[config.mk]
export PLATFORM = sky130hd
export DESIGN_NAME = xor_checked_command_deframer
export DESIGN_NICKNAME = d
export VERILOG_FILES = /design/src/hdl/xcd_pkg.sv /design/src/hdl/xor_checked_command_deframer.sv /design/src/hdl/xcd_parse.sv
export SDC_FILE = /design/constraint.sdc
export NUM_CORES = 1
export LEC_CHECK = 0
export BUFFER_PORTS_ARGS = -buffer_cell sky130_fd_sc_hd__buf_2
export CAP_MARGIN = 20
export CORE_MARGIN = 5
export CORE_UTILIZATION = 35
export CTS_BUF_LIST = sky130_fd_sc_hd__clkbuf_4 sky130_fd_sc_hd__clkbuf_8
export CTS_CLUSTER_DIAMETER = 60
export DETAILED_ROUTE_END_ITERATION = 7
export MAX_ROUTING_LAYER = met4
export SYNTH_ARGS = -nofsm -noshare
export SYNTH_HDL_FRONTEND = slang
export SYNTH_HIERARCHICAL = 1
export SYNTH_SLANG_ARGS = --single-unit
[constraint.sdc]
create_clock -name clk -period 6.4 [get_ports clk]
set_input_delay 1.28 -clock clk [delete_from_list [all_inputs] [get_ports clk]]
set_output_delay 1.28 -clock clk [all_outputs]
set_load 0.01 [all_outputs]
[src/hdl/xcd_pkg.sv]
package xcd_pkg;

  localparam int PhaseW = 3;

  localparam logic [PhaseW-1:0] PH_START   = 3'd0;
  localparam logic [PhaseW-1:0] PH_INDEX   = 3'd1;
  localparam logic [PhaseW-1:0] PH_LEN_HI  = 3'd2;
  localparam logic [PhaseW-1:0] PH_LEN_LO  = 3'd3;
  localparam logic [PhaseW-1:0] PH_PAYLOAD = 3'd4;
  localparam logic [PhaseW-1:0] PH_CHECK   = 3'd5;
  localparam logic [PhaseW-1:0] PH_WAIT    = 3'd6;

  localparam logic [2:0] ST_OK        = 3'd0;
  localparam logic [2:0] ST_BAD_START = 3'd1;
  localparam logic [2:0] ST_TOO_SHORT = 3'd2;
  localparam logic [2:0] ST_TOO_LONG  = 3'd3;
  localparam logic [2:0] ST_BAD_CHECK = 3'd4;

  localparam logic KIND_PAYLOAD = 1'b0;
  localparam logic KIND_STATUS  = 1'b1;

  localparam logic REG_START_BYTE  = 1'b0;
  localparam logic REG_MAX_PAYLOAD = 1'b1;

  localparam logic [15:0] MAX_PAYLOAD_RESET = 16'd1024;

  typedef struct packed {
    logic        result_kind;
    logic [7:0]  payload_byte;
    logic [15:0] payload_position;
    logic [7:0]  command_number;
    logic [15:0] declared_length;
    logic [2:0]  frame_status;
  } result_t;

endpackage

[src/hdl/xor_checked_command_deframer.sv]
// Channel | Handshake              | Payload
// in      | in_valid / in_ready    | rx_byte, end_of_buffer
// out     | out_valid / out_ready  | result_kind, payload_byte, payload_position,
//         |                        | command_number, declared_length, frame_status
// cfg     | cfg_valid / cfg_ready  | cfg_index, cfg_data
//
// One word per cycle is taken while in_ready is high; a result crosses input and output registers.
// The state machine takes one registered word per cycle unless its result meets a stalled output.
// Reset clears the frame state, both pipeline valids and the registers to their defaults.
// A stalled output holds its word while the input register still takes a word that gives no result.
// The configuration port is always ready.
module xor_checked_command_deframer (
  input  logic        clk,
  input  logic        rst,
  input  logic        in_valid,
  output logic        in_ready,
  input  logic [7:0]  rx_byte,
  input  logic        end_of_buffer,
  output logic        out_valid,
  input  logic        out_ready,
  output logic        result_kind,
  output logic [7:0]  payload_byte,
  output logic [15:0] payload_position,
  output logic [7:0]  command_number,
  output logic [15:0] declared_length,
  output logic [2:0]  frame_status,
  input  logic        cfg_valid,
  output logic        cfg_ready,
  input  logic        cfg_index,
  input  logic [15:0] cfg_data
);

  logic [7:0]  start_byte;
  logic [15:0] max_payload;

  logic        hold_valid;
  logic [7:0]  hold_byte;
  logic        hold_eob;

  logic              has_result;
  xcd_pkg::result_t  result;
  xcd_pkg::result_t  out_word;
  logic              out_free;
  logic              advance;

  assign cfg_ready = 1'b1;
  assign out_free  = !out_valid || out_ready;
  assign advance   = hold_valid && (!has_result || out_free);
  assign in_ready  = !hold_valid || advance;

  always_ff @(posedge clk) begin
    if (rst) begin
      start_byte  <= 8'h00;
      max_payload <= xcd_pkg::MAX_PAYLOAD_RESET;
    end else if (cfg_valid && cfg_ready) begin
      case (cfg_index)
        xcd_pkg::REG_START_BYTE:  start_byte  <= cfg_data[7:0];
        xcd_pkg::REG_MAX_PAYLOAD: max_payload <= cfg_data;
        default: ;
      endcase
    end
  end

  always_ff @(posedge clk) begin
    if (rst) begin
      hold_valid <= 1'b0;
    end else if (in_ready) begin
      hold_valid <= in_valid;
    end
  end

  always_ff @(posedge clk) begin
    if (in_valid && in_ready) begin
      hold_byte <= rx_byte;
      hold_eob  <= end_of_buffer;
    end
  end

  xcd_parse u_parse (
    .clk           (clk),
    .rst           (rst),
    .advance       (advance),
    .rx_byte       (hold_byte),
    .end_of_buffer (hold_eob),
    .start_byte    (start_byte),
    .max_payload   (max_payload),
    .has_result    (has_result),
    .result        (result)
  );

  always_ff @(posedge clk) begin
    if (rst) begin
      out_valid <= 1'b0;
    end else if (advance && has_result) begin
      out_valid <= 1'b1;
    end else if (out_ready) begin
      out_valid <= 1'b0;
    end
  end

  always_ff @(posedge clk) begin
    if (advance && has_result) begin
      out_word <= result;
    end
  end

  assign result_kind      = out_word.result_kind;
  assign payload_byte     = out_word.payload_byte;
  assign payload_position = out_word.payload_position;
  assign command_number   = out_word.command_number;
  assign declared_length  = out_word.declared_length;
  assign frame_status     = out_word.frame_status;

  a_no_overwrite: assert property (@(posedge clk) disable iff (rst)
    out_valid && !out_ready |-> !(advance && has_result))
    else $error("pending output word overwritten");

  a_payload_ok: assert property (@(posedge clk) disable iff (rst)
    out_valid && result_kind == xcd_pkg::KIND_PAYLOAD |-> frame_status == xcd_pkg::ST_OK)
    else $error("payload word carries a status");

  a_status_clean: assert property (@(posedge clk) disable iff (rst)
    out_valid && result_kind == xcd_pkg::KIND_STATUS |->
      payload_byte == 8'h00 && payload_position == 16'h0000)
    else $error("status word carries payload data");

endmodule

[src/hdl/xcd_parse.sv]
module xcd_parse (
  input  logic               clk,
  input  logic               rst,
  input  logic               advance,
  input  logic [7:0]         rx_byte,
  input  logic               end_of_buffer,
  input  logic [7:0]         start_byte,
  input  logic [15:0]        max_payload,
  output logic               has_result,
  output xcd_pkg::result_t   result
);

  logic [xcd_pkg::PhaseW-1:0] phase, phase_next;
  logic [7:0]  running_xor, running_xor_next;
  logic [15:0] length_seen, length_seen_next;
  logic [15:0] bytes_taken, bytes_taken_next;
  logic [7:0]  index_seen, index_seen_next;
  logic        emit;
  logic [2:0]  emit_code;

  always_comb begin
    phase_next       = phase;
    running_xor_next = running_xor;
    length_seen_next = length_seen;
    bytes_taken_next = bytes_taken;
    index_seen_next  = index_seen;
    emit             = 1'b0;
    emit_code        = xcd_pkg::ST_OK;
    has_result       = 1'b0;
    result           = '0;
    case (phase)
      xcd_pkg::PH_START: begin
        running_xor_next = 8'h00;
        length_seen_next = 16'h0000;
        bytes_taken_next = 16'h0000;
        index_seen_next  = 8'h00;
        if (rx_byte != start_byte) begin
          emit      = 1'b1;
          emit_code = xcd_pkg::ST_BAD_START;
        end else begin
          running_xor_next = rx_byte;
          if (end_of_buffer) begin
            emit      = 1'b1;
            emit_code = xcd_pkg::ST_TOO_SHORT;
          end else begin
            phase_next = xcd_pkg::PH_INDEX;
          end
        end
      end
      xcd_pkg::PH_INDEX: begin
        index_seen_next  = rx_byte;
        running_xor_next = running_xor ^ rx_byte;
        if (end_of_buffer) begin
          emit      = 1'b1;
          emit_code = xcd_pkg::ST_TOO_SHORT;
        end else begin
          phase_next = xcd_pkg::PH_LEN_HI;
        end
      end
      xcd_pkg::PH_LEN_HI: begin
        running_xor_next = running_xor ^ rx_byte;
        bytes_taken_next = {rx_byte, 8'h00};
        if (end_of_buffer) begin
          emit      = 1'b1;
          emit_code = xcd_pkg::ST_TOO_SHORT;
        end else begin
          phase_next = xcd_pkg::PH_LEN_LO;
        end
      end
      xcd_pkg::PH_LEN_LO: begin
        running_xor_next = running_xor ^ rx_byte;
        length_seen_next = {bytes_taken[15:8], rx_byte};
        bytes_taken_next = 16'h0000;
        if (length_seen_next > max_payload) begin
          emit      = 1'b1;
          emit_code = xcd_pkg::ST_TOO_LONG;
        end else if (end_of_buffer) begin
          emit      = 1'b1;
          emit_code = xcd_pkg::ST_TOO_SHORT;
        end else if (length_seen_next == 16'h0000) begin
          phase_next = xcd_pkg::PH_CHECK;
        end else begin
          phase_next = xcd_pkg::PH_PAYLOAD;
        end
      end
      xcd_pkg::PH_PAYLOAD: begin
        if (end_of_buffer) begin
          emit      = 1'b1;
          emit_code = xcd_pkg::ST_TOO_SHORT;
        end else begin
          running_xor_next        = running_xor ^ rx_byte;
          has_result              = 1'b1;
          result.result_kind      = xcd_pkg::KIND_PAYLOAD;
          result.payload_byte     = rx_byte;
          result.payload_position = bytes_taken;
          result.command_number   = index_seen;
          result.declared_length  = length_seen;
          result.frame_status     = xcd_pkg::ST_OK;
          bytes_taken_next        = bytes_taken + 16'd1;
          if (bytes_taken_next >= length_seen) begin
            phase_next = xcd_pkg::PH_CHECK;
          end
        end
      end
      xcd_pkg::PH_CHECK: begin
        emit      = 1'b1;
        emit_code = (rx_byte == running_xor) ? xcd_pkg::ST_OK : xcd_pkg::ST_BAD_CHECK;
      end
      default: begin
        phase_next = end_of_buffer ? xcd_pkg::PH_START : xcd_pkg::PH_WAIT;
      end
    endcase
    if (emit) begin
      has_result              = 1'b1;
      result.result_kind      = xcd_pkg::KIND_STATUS;
      result.payload_byte     = 8'h00;
      result.payload_position = 16'h0000;
      result.command_number   = index_seen_next;
      result.declared_length  = length_seen_next;
      result.frame_status     = emit_code;
      phase_next = end_of_buffer ? xcd_pkg::PH_START : xcd_pkg::PH_WAIT;
    end
  end

  always_ff @(posedge clk) begin
    if (rst) begin
      phase       <= xcd_pkg::PH_START;
      running_xor <= 8'h00;
      length_seen <= 16'h0000;
      bytes_taken <= 16'h0000;
      index_seen  <= 8'h00;
    end else if (advance) begin
      phase       <= phase_next;
      running_xor <= running_xor_next;
      length_seen <= length_seen_next;
      bytes_taken <= bytes_taken_next;
      index_seen  <= index_seen_next;
    end
  end

  a_status_leaves_frame: assert property (@(posedge clk) disable iff (rst)
    advance && has_result && result.result_kind == xcd_pkg::KIND_STATUS |=>
      phase == xcd_pkg::PH_START || phase == xcd_pkg::PH_WAIT)
    else $error("status did not end the frame");

  a_payload_within_length: assert property (@(posedge clk) disable iff (rst)
    has_result && result.result_kind == xcd_pkg::KIND_PAYLOAD |->
      result.payload_position < result.declared_length)
    else $error("payload word beyond declared length");

  a_phase_known: assert property (@(posedge clk) disable iff (rst)
    phase <= xcd_pkg::PH_WAIT)
    else $error("frame phase left the defined codes");

endmodule
Word-level counts from Yosys, hierarchy flattened
Cells that the tools add are included.
- muxes and demuxes: 36
- reductions and logical operators: 23
- add/sub/neg operators: 1
- eq/ne operators: 17
- bitwise logic cells: 3
- magnitude comparators: 2
- operator list (kind ; number):
    2-to-1 mux 27 bit ; 3
    case mux 16 bit (3 select lines) ; 1
    2-to-1 mux 3 bit ; 12
    case mux 16 bit (2 select lines) ; 1
    case mux 8 bit (3 select lines) ; 1
    != test 3 x 2 -> 1 bit (second input constant) ; 7
    case mux 3 bit (6 select lines) ; 1
    adder 16 x 1 -> 16 bit (second input constant) ; 1
    greater-or-equal comparator 16 bit ; 1
    > comparator 16 bit ; 1
    logical NOT 16 bit ; 1
    2-to-1 mux 16 bit ; 1
    2-to-1 mux 8 bit ; 2
    case mux 8 bit (2 select lines) ; 1
    case mux 3 bit (4 select lines) ; 1
    AND reduction 10 bit ; 1
    2-to-1 mux 1 bit ; 9
    OR reduction 3 bit ; 3
    == test 8 bit ; 1
    != test 8 bit ; 1
    XOR 8 bit ; 1
    == test 3 x 2 -> 1 bit (second input constant) ; 2
    == test 3 bit (second input constant) ; 2
    AND reduction 3 bit ; 2
    15 further kinds ; 25
- input port bits: 31
- register bits after elaboration: 138
- logic and storage cells: 99
- output and inout bits: 55

Logic depth before layout (Yosys ltp)
- depth in word-level cells: 9
- mapped depth: 17
- mapped depth without buffers: 15

Hierarchy
Netlist, hierarchy kept.
- by module, submodules not included (module ; times used ; area an instance (um^2) ; cells each ; sequential area each (um^2)):
    xcd_parse ; 1 ; 3982.6 ; 522 ; 1021.0
    xor_checked_command_deframer ; 1 ; 2795.2 ; 173 ; 2352.3

Least setup slack after synthesis
No wires, ideal clock.
- kind: register -> register
- start point: reg hold_byte[0]
- end point: reg out_word, in the netlist command_number[0] (enable)
- slack: 1.797 ns
- data arrival time: 4.141 ns
- stages on the path, launching flop included: 11
- clock period less this slack: 4.603 ns
- required time: 5.938 ns
- path buffers: 1
- library setup time: 0.462 ns
- cell sequence: edfxtp_1 > clkbuf_1 > inv_1 > ha_1 > and4_1 > a21oi_1 > o31ai_4 > and2b_4 > o21ai_0 > nand2_1 > nor2_1
- word-level cells in the longest chain between the ends: 8
- elaborated cells on any way between the ends: 10
- classes of those cells: order compare: 1; eq/ne: 1; mux: 4; reduce/logical: 4
- ends and longest elaborated chain (item ; line ; RTL):
    start: declaration ; xor_checked_command_deframer.sv:37 ; logic [7:0] hold_byte;
    start signal: assignment ; xor_checked_command_deframer.sv:74 ; hold_byte <= rx_byte;
    > comparator 16 bit / != test 8 bit (equally long branches) ; xcd_parse.sv:74, xcd_parse.sv:37 ;
    2-to-1 mux 1 bit, on equally long branches ; xcd_parse.sv:74, xcd_parse.sv:37 ;
    case mux 1 bit (4 select lines) (*) ; xcd_parse.sv:31 ; case (phase)
    2-to-1 mux 1 bit (*) ; xcd_parse.sv:113 ; if (emit) begin
    net has_result ; xor_checked_command_deframer.sv:40 ; logic has_result;
    logical NOT 1 bit ; xor_checked_command_deframer.sv:48 ; assign advance = hold_valid && (!has_result || out_free);
    logical OR 1 bit ; xor_checked_command_deframer.sv:48 ;
    logical AND 1 bit ; xor_checked_command_deframer.sv:48 ;
    logical AND 1 bit (*) ; xor_checked_command_deframer.sv:102 ; if (advance && has_result) begin
    end signal: assignment ; xor_checked_command_deframer.sv:103 ; out_word <= result;
    end: declaration ; xor_checked_command_deframer.sv:42 ; xcd_pkg::result_t out_word;
Mark *: on every way through the listed nets, which the timed path passes. The rest lies on a longest branch.
A chain may end at the register's enable or synchronous reset.

Worst setup path after layout
- start point: reg hold_byte[7]
- end point: reg u_parse.bytes_taken[2]
- word-level cells in the longest chain between the ends: 8
- elaborated cells on any way between the ends: 10
- classes of those cells: order compare: 1; eq/ne: 1; mux: 4; reduce/logical: 4
- ends and longest elaborated chain (item ; line ; RTL):
    > comparator 16 bit / != test 8 bit (equally long branches) ; xcd_parse.sv:74, xcd_parse.sv:37 ;
    2-to-1 mux 1 bit, on equally long branches ; xcd_parse.sv:74, xcd_parse.sv:37 ;
    case mux 1 bit (4 select lines) (*) ; xcd_parse.sv:31 ;
    2-to-1 mux 1 bit (*) ; xcd_parse.sv:113 ;
    net has_result ; xor_checked_command_deframer.sv:40 ;
    logical NOT 1 bit (*) ; xor_checked_command_deframer.sv:48 ;
    logical OR 1 bit (*) ; xor_checked_command_deframer.sv:48 ;
    logical AND 1 bit (*) ; xor_checked_command_deframer.sv:48 ;
    net advance ; xor_checked_command_deframer.sv:44 ; logic advance;
    AND reduction 3 bit (no source line) (*) ; -- ;
    end signal: assignment ; xcd_parse.sv:136 ; bytes_taken <= bytes_taken_next;
    end: declaration ; xcd_parse.sv:16 ; logic [15:0] bytes_taken, bytes_taken_next;
Marks and branches as above.

==> impl_metrics.ini <==
[routing]
dr.pass1.iters = 5
dr.first_iter.drc_count = 346
wl_per_cell_um = 16.1
drc = 0
wl_um = 16600
vias = 5193
via_per_inst = 5.02
drtAntennaViolNets = 0

[timing]
period_needed_ns = 4.76
setup_viol = 0
slew_viol_final = 0
hold_viol_final = 0
max_freq_mhz = 210
setup_tns_ns = 0
rsz0062_at_grt = false
holdWs_ns = 0.452
worst_slew_pin_slew_ns = 1.08
fin_worst_skew_ns = 0.0148
period_share_pct = 74.4
slew_headroom_pct = 27.5

[global_routing]
grt_pass1_wl_um = 26600
grt_pass1_vias = 4916
gr-usage-all-layers_pct = 15.4
grt_overflow = 0
grt_max_degree = 80
antenna_found_initial = 0

[place]
gp_congestion = 0.869
numPortBuffers = 84
hpwl_um = 11600

[outcome]
status = completed

[floorplan]
num_rows = 51
core_um2 = 19300
die_x_um = 149
ios = 86
die_h_um = 149
start_util_pct = 35.2
die_area_um2 = 22200

[finish]
drive_gt1_share_pct = 17.7
diodes = 0
syn_to_final_growth_pct = 14.5
fin_nets = 820

[setup_path]
path_cells = ha_1 > a21oi_1 > o21ai_0 > a221o_1 > o31ai_4 > and2b_4 > o21ai_0 > a21boi_0 > nand2_1 > a31oi_1 > o21ai_0 > a21oi_1 > nor2_1
cp.arrival_ns = 5.06
path_common_cell = o21ai_0
critical_path_class = reg2reg
start_kind = flip-flop
critPathCaptureType = flip-flop
critPathTopFamily = compound AO/OA/AOI/OAI gates
slowest_delay_ns = 0.84
path_buf_inv = 0
cp_max_fo = 14
r2r_setup_slack_ns = 1.64
slowest_stage = a31oi_1
cp_data_required_time_ns = 6.70

[clocking]
postCtsHoldBufs = 0
root_buffer = clkbuf_8
post_cts_resized = 0
htree_levels = 4
cts_tree = yes
cts_buffer_depth = 2
clock_latency_ns = 0.45
clock_sinks = 138
clk_pin_slew_ns = 0.08
cts_buffers = 17
cts_setup_buffers = 0

[logic_synthesis]
synth_area_per_cell_um2 = 9.75
yosysSeqAreaShare_pct = 49.8
ys_async_sr_fraction_pct = 0
yosysWarnings = 6
syn_area_um2 = 6780
syn_inst = 695
synth_edf_count = 61
synth_cell_type_count = 63
ys_seq_elements = 138
synth_nets = 759
synth_top_flop_cell = dfxtp_1

[power]
peakVddDrop_mv = 0.132
p_leak_nw = 2.93
power_mw = 1.88
p_per_area_nw_per_um2 = 242

[job]
maxCapViolCount = 0

[min_path]
hold_class = reg2reg
state kept, by name, indices dropped and copies added (netlist names):
name	flops
out_valid	1
result_kind	1
hold_valid	1
hold_byte	8
u_parse/phase	3
command_number	8
hold_eob	1
u_parse/length_seen	16
u_parse/bytes_taken	16
u_parse/running_xor	8
declared_length	16
u_parse/index_seen	8
payload_position	16
max_payload	16
start_byte	8
frame_status	3
payload_byte	8
cells in the final DEF (no fill, tap or decap), drive strengths merged, types with 2 or more instances in the layout:
cell      Yosys  layout
a32oi         2       2
clkbuf       28      20
o31ai         2       2
a21o          2       2
a31oi         9       9
edfxtp       61      61
a21boi        2       2
nor4          8       8
nor2b         4       4
a211o         3       3
a22o         24      24
xnor2        17      17
and3          5       5
o21ai        19      19
nand2        82      82
nand4         7       7
buf          19      89
dfxtp        77      77
a211oi        3       3
mux2i        18      18
nor3          8       8
xor2         14      14
bufinv        0       3
or2           3       3
nor2         57      57
o211ai        2       2
clkinv        0       6
and4          2       2
nand3        25      25
ha           33      33
a22oi        21      21
a21oi        56      56
and2         23      23
nand2b        5       5
nor3b         2       2
and2b         3       3
inv          39      39
clkinvlp      0       3
cell type report:
class | count | area (µm²)
fill | 1979 | 11500
clock inverter | 12 | 150
sequential | 138 | 3370
timing repair buffer | 89 | 458
multi-input combinational | 471 | 3040
clock buffer | 20 | 263
tap | 265 | 332
inverter | 39 | 146
tightest hold or removal path: cells and delay by family, from the launching register on:
kind,cells,cell delay [ns]
DFF,1,0.31
AOI/OAI and AO/OA,1,0.05
and+or+nand+nor,1,0.05
metrics by stage:
step                      util [%]  instances  cell area, µm²  worst slack, ns
final                         40.3       1034            7760             1.64
after global routing          40.3       1034            7760             1.32
after detailed placement      38.1       1001            7340             1.71
after CTS                     40.2       1033            7760             1.67
after global placement        38.1       1001            7340             1.85
after floorplan                  -        695            6780             1.80
synthesized netlist by cell type, drive strengths merged, types with 2 or more instances:
cell type  number  area share [%]
a211o           3            0.39
a211oi          3            0.33
a21boi          2            0.22
a21o            2            0.22
a21oi          56             4.1
a22o           24             3.1
a22oi          21             2.3
a31oi           9            0.92
a32oi           2            0.26
and2           23             2.1
and2b           3            0.39
and3            5            0.46
and4            2            0.26
buf            19             1.8
clkbuf         28             1.6
dfxtp          77              23
edfxtp         61              27
ha             33             6.1
inv            39             2.2
mux2i          18             2.7
nand2          82             4.5
nand2b          5            0.46
nand3          25             2.0
nand4           7            0.74
nor2           57             3.3
nor2b           4            0.37
nor3            8            0.83
nor3b           2            0.30
nor4            8            0.74
o211ai          2            0.22
o21ai          19             1.4
o31ai           2            0.42
or2             3            0.28
xnor2          17             2.3
xor2           14             1.8
cells by family (layout without fill, tap and decap cells):
family | after synthesis | in the layout | share of synthesized area (%)
compound gates | 151 | 151 | 14.7
xor+xnor | 31 | 31 | 4.12
fa+ha+maj | 33 | 33 | 6.09
buf+inv | 86 | 160 | 5.46
flops | 138 | 138 | 49.8
mux | 18 | 18 | 2.66
other cells | 1 | 1 | 0.0553
simple gates | 237 | 237 | 17.2
where the power goes:
part           switching, mW  internal [mW]  total (mW)
Combinational          0.102         0.0584       0.161
Sequential            0.0336          0.949       0.983
Clock                  0.333          0.402       0.734
path summary, 6_finish.rpt:
check,from,endpoint,depth (start not counted)
worst max-delay path,hold_byte[7],u_parse/bytes_taken[2],13
worst min-delay path,u_parse/index_seen[0],u_parse/index_seen[0],2
worst max register to register,hold_byte[7],u_parse/bytes_taken[2],13
worst min register to register,u_parse/index_seen[0],u_parse/index_seen[0],2
layer usage:
metal  share of wire [%]  global-route usage, %  wire (µm)  vias to the layer above
li1                    -                      -          -                     2570
met1                  50                   21.7       8300                     2446
met2                  44                   22.1       7220                      153
met3                 4.7                   3.19        787                       24
met4                 1.7                   5.49        284                        0
met5                   0                      -          0                        -
Note: power is estimated with default switching activity, not from simulation.
